$ cat config.mk
export PLATFORM = sky130hd
export DESIGN_NAME = ffba_ctrl_flat
export DESIGN_NICKNAME = d
export VERILOG_FILES = /design/src/hdl/ffba_pkg.sv /design/src/hdl/ffba_req_if.sv /design/src/hdl/ffba_rsp_if.sv /design/src/hdl/ffba_ctrl.sv /design/src/flat_wrapper.sv
export SDC_FILE = /design/constraint.sdc
export NUM_CORES = 1
export LEC_CHECK = 0
export BUFFER_PORTS_ARGS = -buffer_cell sky130_fd_sc_hd__buf_2
export CAP_MARGIN = 20
export CORE_ASPECT_RATIO = 1.4
export CORE_MARGIN = 5
export CORE_UTILIZATION = 40
export CTS_CLUSTER_DIAMETER = 120
export DETAILED_ROUTE_END_ITERATION = 6
export PLACE_DENSITY = 0.61
export SLEW_MARGIN = 20
export SYNTH_ARGS = -nofsm -noshare
export SYNTH_HDL_FRONTEND = slang
export SYNTH_SLANG_ARGS = --single-unit
$ cat constraint.sdc
create_clock -name clk -period 6.1 [get_ports clk]
set_input_delay 0.915 -clock clk [delete_from_list [all_inputs] [get_ports clk]]
set_output_delay 0.915 -clock clk [all_outputs]
set_load 0.005 [all_outputs]
$ cat src/hdl/ffba_pkg.sv
// Shared constants, codes and types of the first-fit block allocator.
package ffba_pkg;

    localparam int UNITS  = 1024;
    localparam int UNIT_W = 11;
    localparam int ADDR_W = $clog2(UNITS);
    localparam int CNT_W  = UNIT_W + 1;
    localparam int WORD_W = UNIT_W + 2;
    localparam int PADDR_W = 3;

    localparam logic [UNIT_W-1:0] UNITS_V = UNIT_W'(UNITS);
    localparam logic [UNIT_W-1:0] CFG_RESET = 11'd1024;

    typedef enum logic [1:0] {
        KIND_RESET = 2'd0,
        KIND_NEW   = 2'd1,
        KIND_FREE  = 2'd2,
        KIND_GET   = 2'd3
    } kind_t;

    localparam logic REG_UNITS_IN_USE = 1'b0;

    // one store word per unit: used flag, block start mark, last unit of block
    typedef struct packed {
        logic              used;
        logic              mark;
        logic [UNIT_W-1:0] last;
    } word_t;

    typedef struct packed {
        logic              re;
        logic              we;
        logic [ADDR_W-1:0] addr;
        word_t             wdata;
    } mem_req_t;

endpackage

$ cat src/hdl/ffba_req_if.sv
// Request channel: kind and operands of one request.
interface ffba_req_if;
    import ffba_pkg::*;
    logic              valid;
    logic              ready;
    logic [1:0]        kind;
    logic [UNIT_W-1:0] request_size;
    logic [UNIT_W-1:0] unit_address;
    logic [UNIT_W-1:0] block_ordinal;
    modport source (output valid, kind, request_size, unit_address, block_ordinal, input ready);
    modport sink   (input valid, kind, request_size, unit_address, block_ordinal, output ready);
endinterface

$ cat src/hdl/ffba_rsp_if.sv
// Result channel: outcome of one request.
interface ffba_rsp_if;
    import ffba_pkg::*;
    logic              valid;
    logic              ready;
    logic              accepted;
    logic [UNIT_W-1:0] block_start;
    logic [UNIT_W-1:0] block_end;
    modport source (output valid, accepted, block_start, block_end, input ready);
    modport sink   (input valid, accepted, block_start, block_end, output ready);
endinterface

$ cat src/hdl/ffba_ctrl.sv
// Request sequencer: scans, fills and clears the unit store, holds the result.
module ffba_ctrl
    import ffba_pkg::*;
(
    input  logic              clk,
    input  logic              rst_n,
    input  logic [UNIT_W-1:0] units_in_use,
    ffba_req_if.sink          req,
    ffba_rsp_if.source        rsp,
    output mem_req_t          mem_req,
    input  word_t             mem_rdata
);

    typedef enum logic [4:0] {
        ST_CLEAR = 5'b00001,
        ST_IDLE  = 5'b00010,
        ST_SCAN  = 5'b00100,
        ST_FILL  = 5'b01000,
        ST_RESP  = 5'b10000
    } state_t;

    state_t            state_reg, state_next;
    kind_t             kind_reg, kind_next;
    logic [UNIT_W-1:0] size_reg, size_next;
    logic [UNIT_W-1:0] uaddr_reg, uaddr_next;
    logic [UNIT_W-1:0] ord_reg, ord_next;
    logic [CNT_W-1:0]  cnt_reg, cnt_next;
    logic              pv_reg, pv_next;
    logic [UNIT_W-1:0] pu_reg, pu_next;
    logic [UNIT_W-1:0] run_reg, run_next;
    logic [UNIT_W-1:0] start_reg, start_next;
    logic [UNIT_W-1:0] end_reg, end_next;
    logic [UNIT_W-1:0] count_reg, count_next;
    logic              acc_reg, acc_next;
    logic              clr_rsp_reg, clr_rsp_next;
    logic              ovalid_reg, ovalid_next;
    logic              oacc_reg, oacc_next;
    logic [UNIT_W-1:0] ostart_reg, ostart_next;
    logic [UNIT_W-1:0] oend_reg, oend_next;

    logic [UNIT_W-1:0] n;
    logic              issue_ok;

    assign n = (units_in_use < UNITS_V) ? units_in_use : UNITS_V;

    always_comb
    begin
        unique case (kind_reg)
            KIND_NEW:  issue_ok = cnt_reg <= CNT_W'(n);
            KIND_FREE: issue_ok = cnt_reg >= CNT_W'(1);
            default:   issue_ok = cnt_reg <= CNT_W'(UNITS);
        endcase
    end

    always_comb
    begin
        state_next   = state_reg;
        kind_next    = kind_reg;
        size_next    = size_reg;
        uaddr_next   = uaddr_reg;
        ord_next     = ord_reg;
        cnt_next     = cnt_reg;
        pv_next      = 1'b0;
        pu_next      = pu_reg;
        run_next     = run_reg;
        start_next   = start_reg;
        end_next     = end_reg;
        count_next   = count_reg;
        acc_next     = acc_reg;
        clr_rsp_next = clr_rsp_reg;
        ovalid_next  = ovalid_reg;
        oacc_next    = oacc_reg;
        ostart_next  = ostart_reg;
        oend_next    = oend_reg;
        mem_req      = '0;

        if (ovalid_reg && rsp.ready)
        begin
            ovalid_next = 1'b0;
        end

        unique case (state_reg)
            ST_CLEAR:
            begin
                mem_req.we   = 1'b1;
                mem_req.addr = cnt_reg[ADDR_W-1:0];
                cnt_next     = cnt_reg + CNT_W'(1);
                if (cnt_reg == CNT_W'(UNITS - 1))
                begin
                    count_next = '0;
                    if (clr_rsp_reg)
                    begin
                        acc_next   = 1'b1;
                        start_next = '0;
                        end_next   = '0;
                        state_next = ST_RESP;
                    end
                    else
                    begin
                        state_next = ST_IDLE;
                    end
                end
            end
            ST_IDLE:
            begin
                if (req.valid)
                begin
                    kind_next  = kind_t'(req.kind);
                    size_next  = req.request_size;
                    uaddr_next = req.unit_address;
                    ord_next   = req.block_ordinal;
                    run_next   = '0;
                    acc_next   = 1'b0;
                    start_next = '0;
                    end_next   = '0;
                    state_next = ST_SCAN;
                    unique case (kind_t'(req.kind))
                        KIND_RESET:
                        begin
                            cnt_next     = '0;
                            clr_rsp_next = 1'b1;
                            state_next   = ST_CLEAR;
                        end
                        KIND_NEW:
                        begin
                            cnt_next = CNT_W'(1);
                            if (req.request_size == '0)
                            begin
                                state_next = ST_RESP;
                            end
                        end
                        KIND_FREE:
                        begin
                            cnt_next = CNT_W'(req.unit_address);
                            if (req.unit_address == '0 || req.unit_address > UNITS_V)
                            begin
                                state_next = ST_RESP;
                            end
                        end
                        KIND_GET:
                        begin
                            cnt_next = CNT_W'(1);
                            if (req.block_ordinal == '0 || req.block_ordinal > count_reg)
                            begin
                                state_next = ST_RESP;
                            end
                        end
                        default: ;
                    endcase
                end
            end
            ST_SCAN:
            begin
                // issue the next unit while the previous read returns
                if (issue_ok)
                begin
                    mem_req.re   = 1'b1;
                    mem_req.addr = ADDR_W'(cnt_reg - CNT_W'(1));
                    pv_next      = 1'b1;
                    pu_next      = cnt_reg[UNIT_W-1:0];
                    cnt_next     = (kind_reg == KIND_FREE) ? cnt_reg - CNT_W'(1)
                                                           : cnt_reg + CNT_W'(1);
                end
                if (pv_reg)
                begin
                    unique case (kind_reg)
                        KIND_NEW:
                        begin
                            if (mem_rdata.used)
                            begin
                                run_next = '0;
                            end
                            else
                            begin
                                run_next = run_reg + UNIT_W'(1);
                                if (run_next == size_reg)
                                begin
                                    start_next = pu_reg - size_reg + UNIT_W'(1);
                                    end_next   = pu_reg;
                                    cnt_next   = CNT_W'(start_next);
                                    pv_next    = 1'b0;
                                    state_next = ST_FILL;
                                end
                            end
                        end
                        KIND_FREE:
                        begin
                            if (mem_rdata.mark)
                            begin
                                pv_next = 1'b0;
                                if (mem_rdata.last < uaddr_reg || mem_rdata.last > UNITS_V)
                                begin
                                    state_next = ST_RESP;
                                end
                                else
                                begin
                                    start_next = pu_reg;
                                    end_next   = mem_rdata.last;
                                    cnt_next   = CNT_W'(pu_reg);
                                    state_next = ST_FILL;
                                end
                            end
                        end
                        default:
                        begin
                            if (mem_rdata.mark)
                            begin
                                run_next = run_reg + UNIT_W'(1);
                                if (run_next == ord_reg)
                                begin
                                    acc_next   = 1'b1;
                                    start_next = pu_reg;
                                    end_next   = mem_rdata.last;
                                    pv_next    = 1'b0;
                                    state_next = ST_RESP;
                                end
                            end
                        end
                    endcase
                end
                else if (!issue_ok)
                begin
                    state_next = ST_RESP;
                end
            end
            ST_FILL:
            begin
                mem_req.we   = 1'b1;
                mem_req.addr = ADDR_W'(cnt_reg - CNT_W'(1));
                if (kind_reg == KIND_NEW)
                begin
                    mem_req.wdata.used = 1'b1;
                    mem_req.wdata.mark = cnt_reg[UNIT_W-1:0] == start_reg;
                    mem_req.wdata.last = end_reg;
                end
                cnt_next = cnt_reg + CNT_W'(1);
                if (cnt_reg[UNIT_W-1:0] == end_reg)
                begin
                    acc_next   = 1'b1;
                    count_next = (kind_reg == KIND_NEW) ? count_reg + UNIT_W'(1)
                                                        : count_reg - UNIT_W'(1);
                    state_next = ST_RESP;
                end
            end
            ST_RESP:
            begin
                // hold until the output register is free
                if (!ovalid_reg || rsp.ready)
                begin
                    ovalid_next  = 1'b1;
                    oacc_next    = acc_reg;
                    ostart_next  = acc_reg ? start_reg : '0;
                    oend_next    = acc_reg ? end_reg : '0;
                    clr_rsp_next = 1'b0;
                    state_next   = ST_IDLE;
                end
            end
            default:
            begin
                state_next = ST_IDLE;
            end
        endcase
    end

    always_ff @(posedge clk or negedge rst_n)
    begin
        if (!rst_n)
        begin
            state_reg   <= ST_CLEAR;
            kind_reg    <= KIND_RESET;
            cnt_reg     <= '0;
            pv_reg      <= 1'b0;
            count_reg   <= '0;
            clr_rsp_reg <= 1'b0;
            ovalid_reg  <= 1'b0;
        end
        else
        begin
            state_reg   <= state_next;
            kind_reg    <= kind_next;
            cnt_reg     <= cnt_next;
            pv_reg      <= pv_next;
            count_reg   <= count_next;
            clr_rsp_reg <= clr_rsp_next;
            ovalid_reg  <= ovalid_next;
        end
    end

    always_ff @(posedge clk)
    begin
        size_reg   <= size_next;
        uaddr_reg  <= uaddr_next;
        ord_reg    <= ord_next;
        pu_reg     <= pu_next;
        run_reg    <= run_next;
        start_reg  <= start_next;
        end_reg    <= end_next;
        acc_reg    <= acc_next;
        oacc_reg   <= oacc_next;
        ostart_reg <= ostart_next;
        oend_reg   <= oend_next;
    end

    assign req.ready       = state_reg == ST_IDLE;
    assign rsp.valid       = ovalid_reg;
    assign rsp.accepted    = oacc_reg;
    assign rsp.block_start = ostart_reg;
    assign rsp.block_end   = oend_reg;

    a_fill_in_block: assert property (@(posedge clk) disable iff (!rst_n)
        state_reg == ST_FILL |-> cnt_reg <= CNT_W'(end_reg))
        else $error("fill ran past the block end");

    a_count_bound: assert property (@(posedge clk) disable iff (!rst_n)
        count_reg <= UNITS_V)
        else $error("block count above pool size");

    a_scan_no_write: assert property (@(posedge clk) disable iff (!rst_n)
        state_reg == ST_SCAN |-> !mem_req.we)
        else $error("store written during scan");

    a_grant_order: assert property (@(posedge clk) disable iff (!rst_n)
        rsp.valid && rsp.accepted |-> rsp.block_start <= rsp.block_end)
        else $error("result block start after end");

endmodule

$ cat src/flat_wrapper.sv
// flat-port wrapper written by rule: the top's interface ports become plain ports
module ffba_ctrl_flat import ffba_pkg::*;
  (clk, rst_n, units_in_use, mem_req, mem_rdata, req_valid, req_kind, req_request_size, req_unit_address, req_block_ordinal, req_ready, rsp_valid, rsp_accepted, rsp_block_start, rsp_block_end, rsp_ready);
  ffba_req_if req_i ();
  ffba_rsp_if rsp_i ();
  input  logic clk;
  input  logic rst_n;
  input  logic [UNIT_W-1:0] units_in_use;
  output mem_req_t mem_req;
  input  word_t mem_rdata;
  input wire logic [$bits(req_i.valid)-1:0] req_valid;
  input wire logic [$bits(req_i.kind)-1:0] req_kind;
  input wire logic [$bits(req_i.request_size)-1:0] req_request_size;
  input wire logic [$bits(req_i.unit_address)-1:0] req_unit_address;
  input wire logic [$bits(req_i.block_ordinal)-1:0] req_block_ordinal;
  output wire logic [$bits(req_i.ready)-1:0] req_ready;
  output wire logic [$bits(rsp_i.valid)-1:0] rsp_valid;
  output wire logic [$bits(rsp_i.accepted)-1:0] rsp_accepted;
  output wire logic [$bits(rsp_i.block_start)-1:0] rsp_block_start;
  output wire logic [$bits(rsp_i.block_end)-1:0] rsp_block_end;
  input wire logic [$bits(rsp_i.ready)-1:0] rsp_ready;
  assign req_i.valid = req_valid;
  assign req_i.kind = req_kind;
  assign req_i.request_size = req_request_size;
  assign req_i.unit_address = req_unit_address;
  assign req_i.block_ordinal = req_block_ordinal;
  assign req_ready = req_i.ready;
  assign rsp_valid = rsp_i.valid;
  assign rsp_accepted = rsp_i.accepted;
  assign rsp_block_start = rsp_i.block_start;
  assign rsp_block_end = rsp_i.block_end;
  assign rsp_i.ready = rsp_ready;
  ffba_ctrl u_core (.clk(clk), .rst_n(rst_n), .units_in_use(units_in_use), .req(req_i), .rsp(rsp_i), .mem_req(mem_req), .mem_rdata(mem_rdata));
endmodule
# Word level (Yosys, flattened, before mapping)
# Cells that the tools add are included.
[classes]
addsub = 7
order_cmp = 8
eq_ne = 38
reduce_logical = 29
mux = 93
[op_table]
columns = ["operator", "count"]
rows = [
  ["$mux 11", 24],
  ["$pmux 11 s2", 5],
  ["$mux 12", 8],
  ["$mux 5", 16],
  ["$pmux 12 s3", 2],
  ["$pmux 11 s3", 2],
  ["$eq 11x11->1", 4],
  ["$add 11x1->11 const B", 3],
  ["$logic_not 11->1", 3],
  ["$pmux 10 s3", 1],
  ["$mux 13", 2],
  ["$pmux 5 s5", 1],
  ["$mux 1", 24],
  ["$pmux 12 s2", 1],
  ["$gt 11x11->1 const B", 2],
  ["$pmux 5 s4", 1],
  ["$ne 4x4->1 const B", 4],
  ["$ne 2x1->1 const B", 7],
  ["$add 12x1->12 const B", 1],
  ["$eq 12x10->1 const B", 1],
  ["$ge 12x1->1 const B", 1],
  ["$le 12x11->1", 1],
  ["$le 12x11->1 const B", 1],
  ["$sub 12x1->12 const B", 1],
  ["other kinds (36)", 59],
]
[totals]
out_inout_bits = 50
in_bits = 63
regBits = 134
elab_cells = 193

# Depth between registers and ports, before layout
[depth]
depth_word = 10
mapped_depth = 14
depth_no_buf = 13

# Worst setup path before layout
# Ideal clock, no wire load.
[synth_path]
path_type = "input -> output"
startpoint = "input port units_in_use[10]"
endpoint = "output port mem_req[13] (netlist name)"
cell_stages = 12
path_buffers = 1
arrival_ns = 3.362
t_required_ns = 5.185
slack_ns = 1.823
path_cell_list = "clkinv_1 nand2_1 ha_1 and4b_1 a211oi_1 o2111ai_1 a211oi_2 nor2_1 buf_2 nor2_1 nor3_1 a21oi_1"
[synth_lines]
columns = ["item", "line", "source"]
rows = [
  ["start: declaration", "flat_wrapper.sv:8", "input logic [UNIT_W-1:0] units_in_use;"],
  ["end: declaration", "flat_wrapper.sv:9", "output mem_req_t mem_req;"],
]

==> run metrics <==
final wirelength 28500 um; Slew headroom 0.340; initial core utilization 0.407; Worst EP arrival 3.79 ns; first-pass GRT wire length 43800 um; clk_lat worst skew 0.43 ns; Critical R2R Capture u_core.start_reg[4]$_SDFFCE_PN0P_; setup bufs post-CTS 0; Worst R2R Setup Slack 2.43 ns; layer with the highest usage met2; die area 0.0269 sq mm; Final Max Tran Viols 0; skew final 0.0112 ns; RSZ-0062 raised after global routing false; Hold-fix buffers, CTS 0; post-synthesis instance total 948; Max-Cap Viols 0; Synth top area share 0.320; Hold Path Class flop to flop; GR Layer Usage met2 0.379; diode count 0; Filler cells 2271; DR vias/cell 5.85; Chip Width 140 um; CTS HTree Levels 4; vias in the first global route 7758; dpl cells 1332; Root Buffer clkbuf_16; met3 usage 0.0351; GR Overflow Total 0; final worst slack 1.40 ns; CTS tree built; hold path startpoint u_core.count_reg[1]$_DFFE_PN0P_; Avg WL per Cell 20.9 um; top cells by area, synth edfxtp_1, ha_1, dfrtp_1, xor2_1, xnor2_1; fin area 0.0110 sq mm; Setup CP Type flop to output port; largest net degree at the start of global routing 54; Post-DP HPWL 21800 um; Final Hold Vio Count 0; Leak 0.00458 uW; cell taking the most area after synthesis edfxtp_1; final setup violation count 0; Placer Congestion 0.950; Avg Cell Area, Syn 10.0 sq um; register area share after synthesis 0.407; number of top-level pins 113; Cell Rows 66; layout cells sized above 1 0.190; worst vdd ir 0.202 mV; DRT antenna net count 0; Sink Count 134; fmax 0.213 GHz; number of gates resized after cts 0; Via Count 7978; Power Density 457 mW/mm^2; GRT Total Usage 0.211; Hold Path Stages 2; Synth cell types 96; ys flop type edfxtp_1; Synth Net Count 1079; Num CTS Buffers 17; fin crit share 0.771; Final min period 4.70 ns; Clock Tree Buf Depth 2; clk slew on worst S/H paths 0.06 ns; Global Route met1 Usage 0.240; crit end category output port; Die Ht 192 um; nets 1176; max reg flops 12; Mapped Area 0.00949 sq mm; Required @ worst endpoint 5.18 ns; final cell count without fillers 1364; Worst Max-Slew Pin Slew 0.988 ns; share of flip-flops with an asynchronous set or reset 0.246; core region area 0.0233 sq mm; DP Worst Slack 1.44 ns; crit path max fanout 17; Yosys reg bits 134; area grow syn2layout 15.6%; placed cell areas 0.0103 sq mm; RR Startpoint u_core.cnt_reg[1]$_DFFE_PN0P_; synth warn 0; input/output buffers 112; Register-to-Register Path Depth 8; Post-synth EDFFs 101; iteration count of the initial detailed-routing pass 6; initial antenna violation count 2; residual DRC count 0; WHS 0.514 ns; WHS Endpoint u_core.count_reg[1]$_DFFE_PN0P_; Initial DRC Count 627; nature of the critical path startpoint flop; status completed; Sum Neg Setup Slack 0 ns
## worst max path at each step
stage / from / end
after floorplan: units_in_use[10] / mem_req[13]
after global placement: units_in_use[10] / mem_req[16]
after detailed placement: units_in_use[10] / mem_req[16]
after CTS: u_core.cnt_reg[0]$_DFFE_PN0P_ / mem_req[16]
after global routing: units_in_use[10] / mem_req[16]
final: u_core.cnt_reg[1]$_DFFE_PN0P_ / mem_req[16]
## final cells by class
type | instances | area (sq um) | area share
clock buffer | 18 | 429 | 0.0391
sequential | 134 | 3860 | 0.352
tap | 306 | 383 | 0.0349
clock inverter | 14 | 223 | 0.0203
inverter | 51 | 191 | 0.0175
multi-input combinational | 716 | 5220 | 0.476
timing repair buffer | 125 | 658 | 0.0600
## through the flow
step	power, uW	util
6_report	5010	0.471
3_5_place_dp	3860	0.443
4_1_cts	5010	0.471
3_3_place_gp	3830	0.443
2_1_floorplan	3180	-
5_1_grt	5290	0.471
## cells in the mapped netlist, types with 4 or more instances
master / instances
ha_1: 66
a22oi_1: 5
o211a_1: 4
clkbuf_1: 24
or2_2: 6
nand4_1: 10
nand2_1: 61
o2111ai_1: 6
nand3b_1: 6
and2_1: 29
o31ai_1: 7
dfrtp_1: 32
nor4_1: 19
a211o_1: 4
nand3_1: 33
a221o_1: 5
a21o_1: 22
a21oi_1: 37
inv_1: 49
o21ai_1: 6
nor2b_1: 8
xnor2_1: 33
edfxtp_1: 101
nand2b_1: 6
nor3b_1: 7
and3_1: 21
o21ai_0: 36
or3_1: 4
buf_4: 6
nor3_1: 27
a211oi_1: 10
o211ai_1: 8
xor2_1: 41
nor2_1: 75
buf_1: 6
mux2i_1: 20
buf_2: 8
## critical path: stages (launching register included)
cell	delay [ns]
dfrtp_1	0.59
inv_1	0.23
ha_1	0.24
nor3b_2	0.38
nand4_1	0.18
a2bb2oi_1	0.20
a211oi_2	0.11
or2_1	0.31
a21oi_2	0.57
o21ai_0	0.19
a21o_1	0.22
buf_2	0.13
## kinds of logic (layout without fill, tap and decap cells)
logic type                 Yosys count  count (layout)  synth area share
xor gates and xnor gates            79              79            0.0795
muxes                               22              22            0.0235
adders and majority gates           68              68            0.0913
and+or+nand+nor                    337             337             0.192
DFF                                134             134             0.407
AOI/OAI and AO/OA                  210             210             0.162
buffers and inverters               98             208            0.0446
## per-layer routing
metal	part of all wire	wire length (um)	up-vias
met1	0.38	10700	3851
met2	0.51	14600	305
met4	0.052	1470	4
met5	0.00049	14	-
li1	-	-	3731
met3	0.059	1680	87
## cell usage in the layout (no fill, tap or decap), drive strengths merged, types with 5 or more instances in the layout
cell,count
a221o,5
a21boi,5
mux2i,20
nand4,11
ha,66
and3,22
dfrtp,32
inv,54
xor2,41
a21o,22
xnor2,36
o211ai,8
nand3b,6
nand3,34
and2,30
o31ai,9
a22oi,5
nor2b,8
or2,7
a2111oi,5
o2111ai,7
a211oi,13
nor4,21
nor2,75
nor3,30
nor3b,9
clkbuf,18
bufinv,5
edfxtp,101
o21ai,42
nand2,61
buf,125
a21oi,40
nand2b,6
## where the power goes
group          leakage (uW)  internal, uW  total (uW)  switching, uW
Combinational       0.00287           846        2130           1280
Sequential          0.00139          1350        1720            370
Clock              0.000312           731        1160            425
Total               0.00458          2930        5010           2080
Note: power is estimated with default switching activity, not from simulation.
